--- src/rtl/svm_pkg.sv ---
// ----------------------------------------------------------------------------
// svm_pkg
// shared constants, codes and types of the sample voice mixer
// ----------------------------------------------------------------------------
`timescale 1ns / 1ps
`default_nettype none

package svm_pkg;

  localparam int NUM_VOICES   = 30;
  localparam int SAMPLE_DEPTH = 65536;

  localparam int ADDR_W   = $clog2(SAMPLE_DEPTH);
  localparam int VIDX_W   = (NUM_VOICES > 1) ? $clog2(NUM_VOICES) : 1;

  // word field widths
  localparam int OPCODE_W = 2;
  localparam int BASE_W   = 16;
  localparam int SAMPLE_W = 16;
  localparam int LEN_W    = 17;

  localparam int IN_BITS     = OPCODE_W + BASE_W + SAMPLE_W + LEN_W;
  localparam int IN_TDATA_W  = ((IN_BITS + 7) / 8) * 8;
  localparam int OUT_TDATA_W = ((SAMPLE_W + 7) / 8) * 8;

  // accumulator holds the worst-case sum of all voices
  localparam int SUM_W = SAMPLE_W + VIDX_W;

  typedef logic [VIDX_W-1:0] vidx_t;

  typedef enum logic [OPCODE_W-1:0] {
    OP_WRITE = 2'd0,
    OP_START = 2'd1,
    OP_MIX   = 2'd2
  } opcode_t;

  typedef enum logic [2:0] {
    ST_IDLE,
    ST_SCAN,
    ST_MIX,
    ST_DRAIN,
    ST_EMIT
  } state_t;

  // sequencer to voice table
  typedef struct packed {
    logic                start;
    logic                advance;
    vidx_t               idx;
    logic [BASE_W-1:0]   base;
    logic [LEN_W-1:0]    length;
  } voice_cmd_t;

  // voice table to sequencer
  typedef struct packed {
    logic                active;
    logic [ADDR_W-1:0]   addr;
  } voice_status_t;

endpackage

`default_nettype wire

--- src/rtl/svm_mix_acc.sv ---
// ----------------------------------------------------------------------------
// svm_mix_acc
// running sum of voice samples with saturation to the sample width
// ----------------------------------------------------------------------------
`timescale 1ns / 1ps
`default_nettype none

module svm_mix_acc
  import svm_pkg::*;
(
  input  wire logic                clk,
  input  wire logic                clear,
  input  wire logic                add_en,
  input  wire logic [SAMPLE_W-1:0] sample,
  output logic      [SAMPLE_W-1:0] mixed
);

  logic [SUM_W-1:0] sum;
  logic [SUM_W-1:0] sample_ext;
  logic             overflow;

  assign sample_ext = {{(SUM_W-SAMPLE_W){sample[SAMPLE_W-1]}}, sample};

  always_ff @(posedge clk) begin
    if (clear) begin
      sum <= '0;
    end else if (add_en) begin
      sum <= sum + sample_ext;
    end
  end

  // out of range when the bits above the sample sign disagree
  assign overflow = (sum[SUM_W-1:SAMPLE_W-1] != {(SUM_W-SAMPLE_W+1){sum[SUM_W-1]}});

  always_comb begin
    if (!overflow) begin
      mixed = sum[SAMPLE_W-1:0];
    end else if (sum[SUM_W-1]) begin
      mixed = {1'b1, {(SAMPLE_W-1){1'b0}}};
    end else begin
      mixed = {1'b0, {(SAMPLE_W-1){1'b1}}};
    end
  end

endmodule

`default_nettype wire

--- config.mk ---
export PLATFORM = sky130hd
export DESIGN_NAME = svm_mix_acc
export DESIGN_NICKNAME = d
export VERILOG_FILES = /design/src/rtl/svm_pkg.sv /design/src/rtl/svm_mix_acc.sv
export SDC_FILE = /design/constraint.sdc
export NUM_CORES = 1
export LEC_CHECK = 0
export BUFFER_PORTS_ARGS = -buffer_cell sky130_fd_sc_hd__buf_2
export CAP_MARGIN = 20
export CORE_AREA = 2 2 66 68
export DETAILED_ROUTE_END_ITERATION = 7
export DIE_AREA = 0 0 68 70
export GPL_ROUTABILITY_DRIVEN = 0
export GPL_TIMING_DRIVEN = 0
export PLACE_DENSITY = 0.75
export SLEW_MARGIN = 20
export SYNTH_ARGS = -nofsm -noshare
export SYNTH_HDL_FRONTEND = slang
export SYNTH_SLANG_ARGS = --single-unit
--- constraint.sdc ---
create_clock -name clk -period 3.3 [get_ports clk]
set_clock_uncertainty 0.1 [all_clocks]
set_input_delay 0.165 -clock clk [delete_from_list [all_inputs] [get_ports clk]]
set_output_delay 0.165 -clock clk [all_outputs]
set_load 0.05 [all_outputs]
==> impl_metrics.tcl <==
set metrics [dict create \
    status "complete, no violations" \
    synth_simple_gate_area_frac 0.1829 \
    ys_flop_type "sky130_fd_sc_hd__dfxtp_1" \
    max_flop_register "sum" \
    power_leakage_nw 1.114 \
    die_width_um 68 \
    antenna_found_initial 0 \
    critical_path.startpoint_type "register" \
    synth_mux_area_frac 0.06651 \
    finalHoldViolCount 0 \
    combinationalPowerShare 0.663 \
    layout.filler_cells 416 \
    die_area_sq_mm 0.004760 \
    cts_tree "yes" \
    synth.cell_area_sq_mm 0.002107 \
    cts-root-to-sink-buffers 2 \
    max-vdd-ir-drop_uv 225.6 \
    cts_htree_levels 1 \
    dominant_combinational_cell_family_by_area_after_synthesis "compound AO/OA/AOI/OAI gates" \
    hold_slack_ns 0.08445 \
    routedWlPerCell_um 14.98 \
    worst-r2r-setup-slack_ns 0.73 \
    ant_nets 0 \
    startpoint_of_the_lowest_slack_register_to_register_path "sum[0]" \
    total_power_mw 1.542 \
    clock_power_share 0.118 \
    root_buffer "sky130_fd_sc_hd__clkbuf_8" \
    synth_compound_gate_area_share 0.3278 \
    synthesized_area_divided_by_synthesized_cell_count_sq_um 8.042 \
    synth-warning-count 0 \
    p_int_mw 0.7104 \
    drt_pass1_iterations 5 \
    setup_tns_ns 0 \
    synth_seq_area_share 0.1995 \
    layout_top_registers "sum: 21 flops" \
    floorplan.initialDensity 0.5085 \
    reg2reg_depth 8 \
    cts.clk_slew.worst_paths_ns 0.08 \
    synth_nets 302 \
    layout.cells.non_filler 351 \
    placeableCoreArea_sq_mm 0.004144 \
    required_ns 3.03 \
    final_layout_size_suffix_gt1_frac 0.1906 \
    power.share.switching 0.5394 \
    total_switching_power_mw 0.8320 \
    timing_worst_setup_path_type "register to primary output" \
    postSynthCellCount 262 \
    ys_ff_latch 21 \
    setup_viol 0 \
    cp_data_arrival_time_ns 2.42 \
    place_inst 347 \
    crit_path_end_kind "primary output" \
    number_of_setup_buffers_added_after_cts 0 \
    drv_cap 0 \
    total_track_usage 0.2290 \
    io-pin-count 35 \
    timing.final.max_slew_violations 0 \
    synthXorXnorAreaFrac 0.03325 \
    vias 2128 \
    crit_path_max_fanout 10 \
    post-route-period-util 0.8124 \
    initialDrtViolationCount 107 \
    synth_fa_ha_area_frac 0.1283 \
    period_minus_slack_ns 2.681 \
    cts_resized 0 \
    holdBufCountCts 0 \
    power.density_mw_per_mm2 647.1 \
    launch_instance_of_the_worst_min_delay_path "clear" \
    relSlewSlack 0.5466 \
    timing.hold.worst.class "primary input to register" \
    fin_nets 340 \
    drcViolationCount 0 \
    sequentialPowerShare 0.219 \
    critical_path.reg2reg.endpoint "sum[14]" \
    postPlaceCellArea_sq_mm 0.002337 \
    grt_setup_unrepaired "no" \
    grt_max_degree 13 \
    synth-async-reset-ratio 0 \
    buffer_ports.inserted 33 \
    routed_wl_um 5257 \
    hold-path-cell-count 2 \
    tightestPinTransition_ns 0.6801 \
    edff_count_synth 0 \
    clock_sink_count 21 \
    grt_overflow_total 0 \
    hold_end "sum[2]" \
    fmax_ghz 0.3730 \
    numCtsBuffers 3 \
    global_route_wire_length_before_repair_um 8535 \
    finalInstanceArea_sq_mm 0.002384 \
    detailedPlacementHpwl_um 4065 \
    synth_cell_type_count 60 \
    route.detailed.vias_per_inst 6.063 \
    largest_register_ff_count 21 \
    worstSkewPairLatency_ns 0.27 \
    std_cell_rows 24 \
    flow.area_growth_from_synthesis_pct 13.12 \
    chipHeight_um 70 \
    worst_setup_path_startpoint "sum[20]" \
    vias_in_the_first_global_route 1920 \
    antenna_cells 0 \
]
## final cells by class
cell class | instances | area [sq um] | area share
Buffer | 15 | 85.08 | 0.03570
Clock buffer | 3 | 41.29 | 0.01732
Clock inverter | 1 | 5.005 | 0.002100
Inverter | 12 | 45.04 | 0.01890
Multi-Input combinational cell | 214 | 1556 | 0.6530
Sequential cell | 21 | 420.4 | 0.1764
Tap cell | 52 | 65.06 | 0.02730
Timing Repair Buffer | 33 | 165.2 | 0.06929
## cells by family (layout without fill, tap and decap cells)
logic type	count (synthesis)	in the layout
compound gates	96	96
xor+xnor	8	8
fa+ha+maj	21	21
buf+inv	27	64
flops	21	21
mux	14	14
simple gates	75	75
## worst max-delay path by stage
stage	depth (start not counted)	slack (ns)	to
6_report	7	0.62	mixed[13]
5_1_grt	7	0.36	mixed[8]
2_1_floorplan	8	0.92	sum[18]
3_3_place_gp	8	0.75	sum[14]
3_5_place_dp	8	0.74	sum[14]
4_1_cts	7	0.60	mixed[13]
## Yosys cell counts (3+ instances only)
cell type	number	area [sq um]
sky130_fd_sc_hd__nor2_1	18	67.56
sky130_fd_sc_hd__o2111ai_1	3	26.28
sky130_fd_sc_hd__nand2_1	18	67.56
sky130_fd_sc_hd__nand3_1	5	25.02
sky130_fd_sc_hd__xnor2_1	5	43.79
sky130_fd_sc_hd__or3_1	3	18.77
sky130_fd_sc_hd__o311ai_0	3	26.28
sky130_fd_sc_hd__o22ai_1	3	18.77
sky130_fd_sc_hd__nor2b_1	3	18.77
sky130_fd_sc_hd__a21o_1	18	135.1
sky130_fd_sc_hd__ha_1	20	250.2
sky130_fd_sc_hd__mux2i_1	14	140.1
sky130_fd_sc_hd__inv_1	12	45.04
sky130_fd_sc_hd__nand4_1	6	37.54
sky130_fd_sc_hd__clkbuf_1	6	22.52
sky130_fd_sc_hd__nor3_1	3	15.01
sky130_fd_sc_hd__dfxtp_1	21	420.4
sky130_fd_sc_hd__a41oi_1	3	26.28
sky130_fd_sc_hd__a21oi_1	23	115.1
sky130_fd_sc_hd__xor2_1	3	26.28
sky130_fd_sc_hd__nand2b_1	5	31.28
sky130_fd_sc_hd__o21ai_0	12	60.06
## worst max-delay path, cell delays in order, from the launching register on
cell and delay (ns):
sky130_fd_sc_hd__dfxtp_1 0.31, sky130_fd_sc_hd__clkbuf_1 0.31, sky130_fd_sc_hd__nand4_1 0.13, sky130_fd_sc_hd__o21ai_1 0.49, sky130_fd_sc_hd__nor2_1 0.16, sky130_fd_sc_hd__clkbuf_1 0.30, sky130_fd_sc_hd__a21o_1 0.23, sky130_fd_sc_hd__buf_2 0.20
## per-stage QoR
stage,setup WS [ns],util
floorplan,0.9165,-
global placement,0.7531,0.5640
detailed placement,0.7371,0.5640
CTS,0.5987,0.5752
global route,0.3641,0.5752
finish,0.6191,0.5752
## cell usage in the layout, fill, tap and decap left out, drive strengths merged, types with 3 or more instances in the layout
cell type,count
a211oi,4
a21o,20
a21oi,25
a41oi,3
and2,4
buf,39
clkbuf,11
dfxtp,21
ha,20
inv,12
mux2i,14
nand2,18
nand2b,5
nand3,5
nand4,6
nor2,18
nor2b,3
nor3,4
o2111ai,3
o21ai,14
o22ai,3
o311ai,3
or3,3
xnor2,5
xor2,3
## metal layers
metal	global-route usage	vias up	wire, um
met5	0	-	0
met2	0.3862	47	2540
li1	-	1067	-
met3	0.02576	7	216
met4	0.06889	0	55
met1	0.2995	1007	2444
## power groups by stage
stage               Clock (mW)  Combinational [mW]  Sequential [mW]
finish                   0.182                1.02            0.337
global route             0.194                1.11            0.344
CTS                      0.185                1.02            0.337
detailed placement           0                1.02            0.343
global placement             0                1.01            0.340
floorplan                    0               0.826            0.330
(Power assumes the default switching activity.)
