--- src/rtl/svm_pkg.sv ---
// ----------------------------------------------------------------------------
// svm_pkg
// shared constants, codes and types of the sample voice mixer
// ----------------------------------------------------------------------------
`timescale 1ns / 1ps
`default_nettype none

package svm_pkg;

  localparam int NUM_VOICES   = 30;
  localparam int SAMPLE_DEPTH = 65536;

  localparam int ADDR_W   = $clog2(SAMPLE_DEPTH);
  localparam int VIDX_W   = (NUM_VOICES > 1) ? $clog2(NUM_VOICES) : 1;

  // word field widths
  localparam int OPCODE_W = 2;
  localparam int BASE_W   = 16;
  localparam int SAMPLE_W = 16;
  localparam int LEN_W    = 17;

  localparam int IN_BITS     = OPCODE_W + BASE_W + SAMPLE_W + LEN_W;
  localparam int IN_TDATA_W  = ((IN_BITS + 7) / 8) * 8;
  localparam int OUT_TDATA_W = ((SAMPLE_W + 7) / 8) * 8;

  // accumulator holds the worst-case sum of all voices
  localparam int SUM_W = SAMPLE_W + VIDX_W;

  typedef logic [VIDX_W-1:0] vidx_t;

  typedef enum logic [OPCODE_W-1:0] {
    OP_WRITE = 2'd0,
    OP_START = 2'd1,
    OP_MIX   = 2'd2
  } opcode_t;

  typedef enum logic [2:0] {
    ST_IDLE,
    ST_SCAN,
    ST_MIX,
    ST_DRAIN,
    ST_EMIT
  } state_t;

  // sequencer to voice table
  typedef struct packed {
    logic                start;
    logic                advance;
    vidx_t               idx;
    logic [BASE_W-1:0]   base;
    logic [LEN_W-1:0]    length;
  } voice_cmd_t;

  // voice table to sequencer
  typedef struct packed {
    logic                active;
    logic [ADDR_W-1:0]   addr;
  } voice_status_t;

endpackage

`default_nettype wire

--- src/rtl/svm_voice_table.sv ---
// ----------------------------------------------------------------------------
// svm_voice_table
// voice slots with one shared compare and address adder on the selected slot
// ----------------------------------------------------------------------------
`timescale 1ns / 1ps
`default_nettype none

module svm_voice_table
  import svm_pkg::*;
(
  input  wire logic          clk,
  input  wire logic          rst,
  input  wire voice_cmd_t    cmd,
  output voice_status_t      status
);

  logic [BASE_W-1:0] base     [NUM_VOICES];
  logic [LEN_W-1:0]  length   [NUM_VOICES];
  logic [LEN_W-1:0]  position [NUM_VOICES];

  logic [BASE_W-1:0] sel_base;
  logic [LEN_W-1:0]  sel_len;
  logic [LEN_W-1:0]  sel_pos;

  assign sel_base = base[cmd.idx];
  assign sel_len  = length[cmd.idx];
  assign sel_pos  = position[cmd.idx];

  // slot plays while its position is below its length
  assign status.active = (sel_pos < sel_len);
  assign status.addr   = ADDR_W'(sel_base) + ADDR_W'(sel_pos);

  always_ff @(posedge clk) begin
    if (cmd.start) begin
      base[cmd.idx] <= cmd.base;
    end
  end

  always_ff @(posedge clk) begin
    if (rst) begin
      for (int i = 0; i < NUM_VOICES; i++) begin
        length[i]   <= '0;
        position[i] <= '0;
      end
    end else if (cmd.start) begin
      length[cmd.idx]   <= cmd.length;
      position[cmd.idx] <= '0;
    end else if (cmd.advance) begin
      position[cmd.idx] <= sel_pos + LEN_W'(1);
    end
  end

endmodule

`default_nettype wire

--- config.mk ---
export PLATFORM = sky130hd
export DESIGN_NAME = svm_voice_table
export DESIGN_NICKNAME = d
export VERILOG_FILES = /design/src/rtl/svm_pkg.sv /design/src/rtl/svm_voice_table.sv
export SDC_FILE = /design/constraint.sdc
export NUM_CORES = 2
export LEC_CHECK = 0
export ABC_AREA = 1
export BUFFER_PORTS_ARGS = -buffer_cell sky130_fd_sc_hd__clkbuf_2
export CAP_MARGIN = 20
export CORE_ASPECT_RATIO = 1.2
export CORE_MARGIN = 10
export CORE_UTILIZATION = 50
export CTS_BUF_LIST = sky130_fd_sc_hd__clkbuf_2
export DETAILED_ROUTE_END_ITERATION = 6
export MAX_ROUTING_LAYER = met4
export PLACE_DENSITY_LB_ADDON = 0.05
export REMOVE_ABC_BUFFERS = 1
export SLEW_MARGIN = 40
export SYNTH_ARGS = -nofsm -noshare
export SYNTH_HDL_FRONTEND = slang
export SYNTH_SLANG_ARGS = --single-unit
--- constraint.sdc ---
create_clock -name clk -period 5.4 [get_ports clk]
set_input_delay 1.08 -clock clk [delete_from_list [all_inputs] [get_ports clk]]
set_output_delay 1.08 -clock clk [all_outputs]
set_load 0.05 [all_outputs]
==> results.txt <==
----------------------------------------------------
[Status]
  Status ... finished, violations left
  Failing checks ... negative setup slack

[Die]
  I/O Pins ... 59
  Placeable core region ... 132300 um2
  Effective utilization at floorplan ... 0.5037
  Chip Height ... 419.8 um
  Chip Width ... 353.2 um
  Overall die area ... 148300 um2
  Cell Rows ... 146

[Power]
  Sw Share ... 0.2789
  Cell-internal power ... 17.77 mW
  Leak Pwr ... 29.02 nW
  PD cells ... 321.5 nW/um2
  Clock network power share ... 0.313
  Fraction of power consumed by sequential logic ... 0.563
  Net Sw Power ... 6.873 mW
  Combinational power share ... 0.125
  Pwr Total ... 24.65 mW
  Max VDD drop ... 348.3 uV

[Routing]
  Number of vias after detailed routing ... 48448
  Routed wire length per instance ... 26.48 um
  Post-detailed-route DRC marker count ... 0
  Detailed router's first-iteration violation count ... 5163
  Total iterations of the first detailed-routing run ... 5
  Count of antenna-violating nets left after detailed routing ... 0
  Wire length reported by the detailed router ... 220700 um
  Vias per cell ... 5.814

[Synthesis]
  Most used DFF post-synth ... sky130_fd_sc_hd__edfxtp_1
  Sequential fraction of the synthesis area ... 0.7069
  Average footprint of a synthesized cell ... 11.54 um2
  Cell variety after synth ... 51
  Cell with the most instances after synthesis ... sky130_fd_sc_hd__edfxtp_1
  Share of flip-flops with an asynchronous set or reset ... 0
  Gate count after technology mapping ... 5773
  Total of flip-flops plus latches after synthesis ... 1568
  Ranking of synthesized cells by area ... sky130_fd_sc_hd__edfxtp_1 71%, sky130_fd_sc_hd__nand2_1 8.8%, sky130_fd_sc_hd__nor2_1 6.2%, sky130_fd_sc_hd__a22oi_1 5.7%, sky130_fd_sc_hd__a21oi_1 1.4%
  Number of flops mapped to enable cells by yosys ... 1568
  Largest area contributor in the netlist ... sky130_fd_sc_hd__edfxtp_1
  Number of warnings printed during yosys synthesis ... 0
  Commonest cells in the synthesized netlist ... 1568 x sky130_fd_sc_hd__edfxtp_1, 1557 x sky130_fd_sc_hd__nand2_1, 1109 x sky130_fd_sc_hd__nor2_1
  Top cell type's share of synthesized area ... 0.7069
  Combined area of all synthesized cells ... 66610 um2

[Placement]
  Detailed-placement wirelength estimate ... 139400 um
  Final weighted congestion of routability-driven global placement ... 0.9210
  Number of buffer cells added on primary ports ... 58
  Placed Instances ... 7640

[Timing]
  Setup Skew ... 0.1322 ns
  Final max-slew violation count ... 0
  Post-route minimum period ... 5.984 ns
  Achievable frequency ... 167.1 MHz
  Setup repair after global routing missed its margin ... true
  Worst slew margin relative to its limit ... 0.1729
  Tcrit/Tclk final ... 1.108
  Worst Hold Margin ... 0.2407 ns
  Hold Violations, Final ... 0
  Actual slew at the worst max-slew pin ... 1.241 ns
  Setup slack after layout ... -0.5842 ns
  Setup violation total in the final timing report ... 13

[CTS]
  Num Clock Sinks ... 1568
  CTS clk-pin slew, worst paths ... 0.11 ns
  Buffer levels on the longest clock path ... 4
  CTS Buf Count ... 392
  Clock latency at the later pin of the worst-skew pair ... 1.82 ns
  Root Buffer ... sky130_fd_sc_hd__clkbuf_2
  Clock tree from TritonCTS ... done
  Number of H-tree levels ... 5

[Layout]
  Fin util ... 0.5795
  Fillcell total ... 11435
  Nets ... 6389
  Fraction of final layout cells sized beyond drive strength 1 ... 0.2112
  Number of non-filler instances in the completed layout ... 8333
  Area growth syn-to-layout ... 15.06%

[GRT]
  Most Crowded Layer GR ... met2
  First-pass GRT wire length ... 319700 um
  Largest net degree at the start of global routing ... 75
  Met1 Use GR ... 0.3899
  GRT overflow ... 0
  Total track usage ... 0.3012
  Initial antenna violation count ... 4
  Number of global-route vias before repair ... 47357
  Global-route track usage on met2 ... 0.4714
  Met3 demand-to-capacity share in global routing ... 0.05240

[Setup path]
  Critical setup path kind ... primary input to output port
  CP endpoint kind ... output port
  WP data arrival ... 4.90 ns
  Nature of the critical path startpoint ... primary input
  Maximum fanout encountered on the critical timing path ... 7
  Critical path data required time ... 4.32 ns

[Hold path]
  Type of the most critical hold path ... primary input to flop

[Job]
  Total of max-cap violations ... 0

----------------------------------------------------
## registers in the layout (all words and copies together), names as in the netlist
| name | flops |
|---|---|
| length | 544 |
| base | 480 |
| position | 544 |
## worst max-delay path, cell delays in order
cell and delay (ns):
sky130_fd_sc_hd__clkbuf_2 0.24, sky130_fd_sc_hd__buf_4 0.23, sky130_fd_sc_hd__nor3_4 0.40, sky130_fd_sc_hd__clkinv_1 0.42, sky130_fd_sc_hd__buf_4 0.35, sky130_fd_sc_hd__a21oi_1 0.24, sky130_fd_sc_hd__a211oi_1 0.07, sky130_fd_sc_hd__buf_4 0.17
sky130_fd_sc_hd__o2111a_1 0.16, sky130_fd_sc_hd__ha_1 0.32, sky130_fd_sc_hd__a21oi_1 0.16, sky130_fd_sc_hd__o21ai_1 0.08, sky130_fd_sc_hd__nand3_1 0.07, sky130_fd_sc_hd__a21oi_1 0.06, sky130_fd_sc_hd__o21bai_1 0.14, sky130_fd_sc_hd__o2111ai_1 0.13
sky130_fd_sc_hd__a21oi_2 0.22, sky130_fd_sc_hd__buf_6 0.18, sky130_fd_sc_hd__buf_12 0.14
## worst paths after layout
kind,startpoint,end,slack (ns),depth (start not counted)
worst max-delay path,cmd[36],status[16],-0.58,19
worst min-delay path,cmd[12],length[30][12]$_DFFE_PP_,0.24,2
worst max register to register,position[29][1]$_SDFFCE_PN0P_,position[7][14]$_SDFFCE_PN0P_,2.06,17
worst min register to register,position[11][8]$_SDFFCE_PN0P_,position[28][8]$_SDFFCE_PN0P_,1.00,8
## kinds of logic (layout without fill, tap and decap cells)
logic type,Yosys count,in the layout,share of synthesized area
xor gates and xnor gates,13,13,0.001709
and+or+nand+nor,2904,2904,0.1727
AOI/OAI and AO/OA,753,753,0.07750
DFF,1568,1568,0.7069
muxes,1,1,0.0001503
buffers and inverters,501,1280,0.03482
adders and majority gates,33,33,0.006311
other,0,5,0
## metal layers
metal	wire length (um)	vias to the layer above
met5	0	-
met4	9224	0
met3	19130	437
met2	104900	2429
met1	87390	24066
li1	-	21516
## per-stage QoR
stage          cell area (um2)  setup TNS (ns)  setup WS (ns)
6_report                 76640          -5.357        -0.5842
5_1_grt                  76640          -8.167        -0.7772
4_1_cts                  76070          -8.701        -0.8663
3_5_place_dp             71640          -6.641        -0.9476
3_3_place_gp             71580          -7.292         -1.005
2_1_floorplan            64600        -8561.24         -7.965
## power by group through the flow
stage               Sequential [mW]  Combinational [mW]  Clock (mW)
global placement               14.1                2.75           0
CTS                            13.9                2.95        7.85
finish                         13.9                3.07        7.71
detailed placement             14.1                2.76           0
global route                   13.9                3.23        8.46
floorplan                      14.1                1.25           0
## layout by cell type (no fill, tap or decap), types with 14 or more instances in the layout
cell and instances:
sky130_fd_sc_hd__a21oi_2 14, sky130_fd_sc_hd__a21oi_1 164, sky130_fd_sc_hd__buf_12 58, sky130_fd_sc_hd__edfxtp_1 1568
sky130_fd_sc_hd__nand3_1 63, sky130_fd_sc_hd__a22oi_1 481, sky130_fd_sc_hd__clkbuf_2 571, sky130_fd_sc_hd__buf_6 16
sky130_fd_sc_hd__nor3_2 24, sky130_fd_sc_hd__clkinv_1 81, sky130_fd_sc_hd__ha_1 22, sky130_fd_sc_hd__nor2_1 1093
sky130_fd_sc_hd__nand2_1 1478, sky130_fd_sc_hd__inv_1 60, sky130_fd_sc_hd__o21ai_0 14, sky130_fd_sc_hd__buf_4 402
sky130_fd_sc_hd__nand2_2 83, sky130_fd_sc_hd__a22oi_2 25, sky130_fd_sc_hd__dlygate4sd3_1 49, sky130_fd_sc_hd__nand4_1 33
sky130_fd_sc_hd__nand3_2 25, sky130_fd_sc_hd__nor2_2 16
## repair_timing
item / 4_1_cts / 5_1_grt
pin swaps: 50 / 55
gates resized for setup: 133 / 88
hold buffers: 49 / 0
setup endpoints to repair: 16 / 16
endpoints found under the hold margin: 1056 / 0
setup buffers: 15 / 5
## cell type report
cell class | instances | area (um2) | share of cell area
antenna | 5 | 12.51 | 0.0001632
clock buffer | 532 | 2663 | 0.03474
clock inverter | 100 | 584.3 | 0.007624
inverter | 81 | 324.1 | 0.004228
multi-input combinational | 3704 | 18650 | 0.2434
sequential | 1568 | 47090 | 0.6143
tap | 1776 | 2222 | 0.02899
timing repair buffer | 567 | 5100 | 0.06654
(Power assumes the default switching activity.)
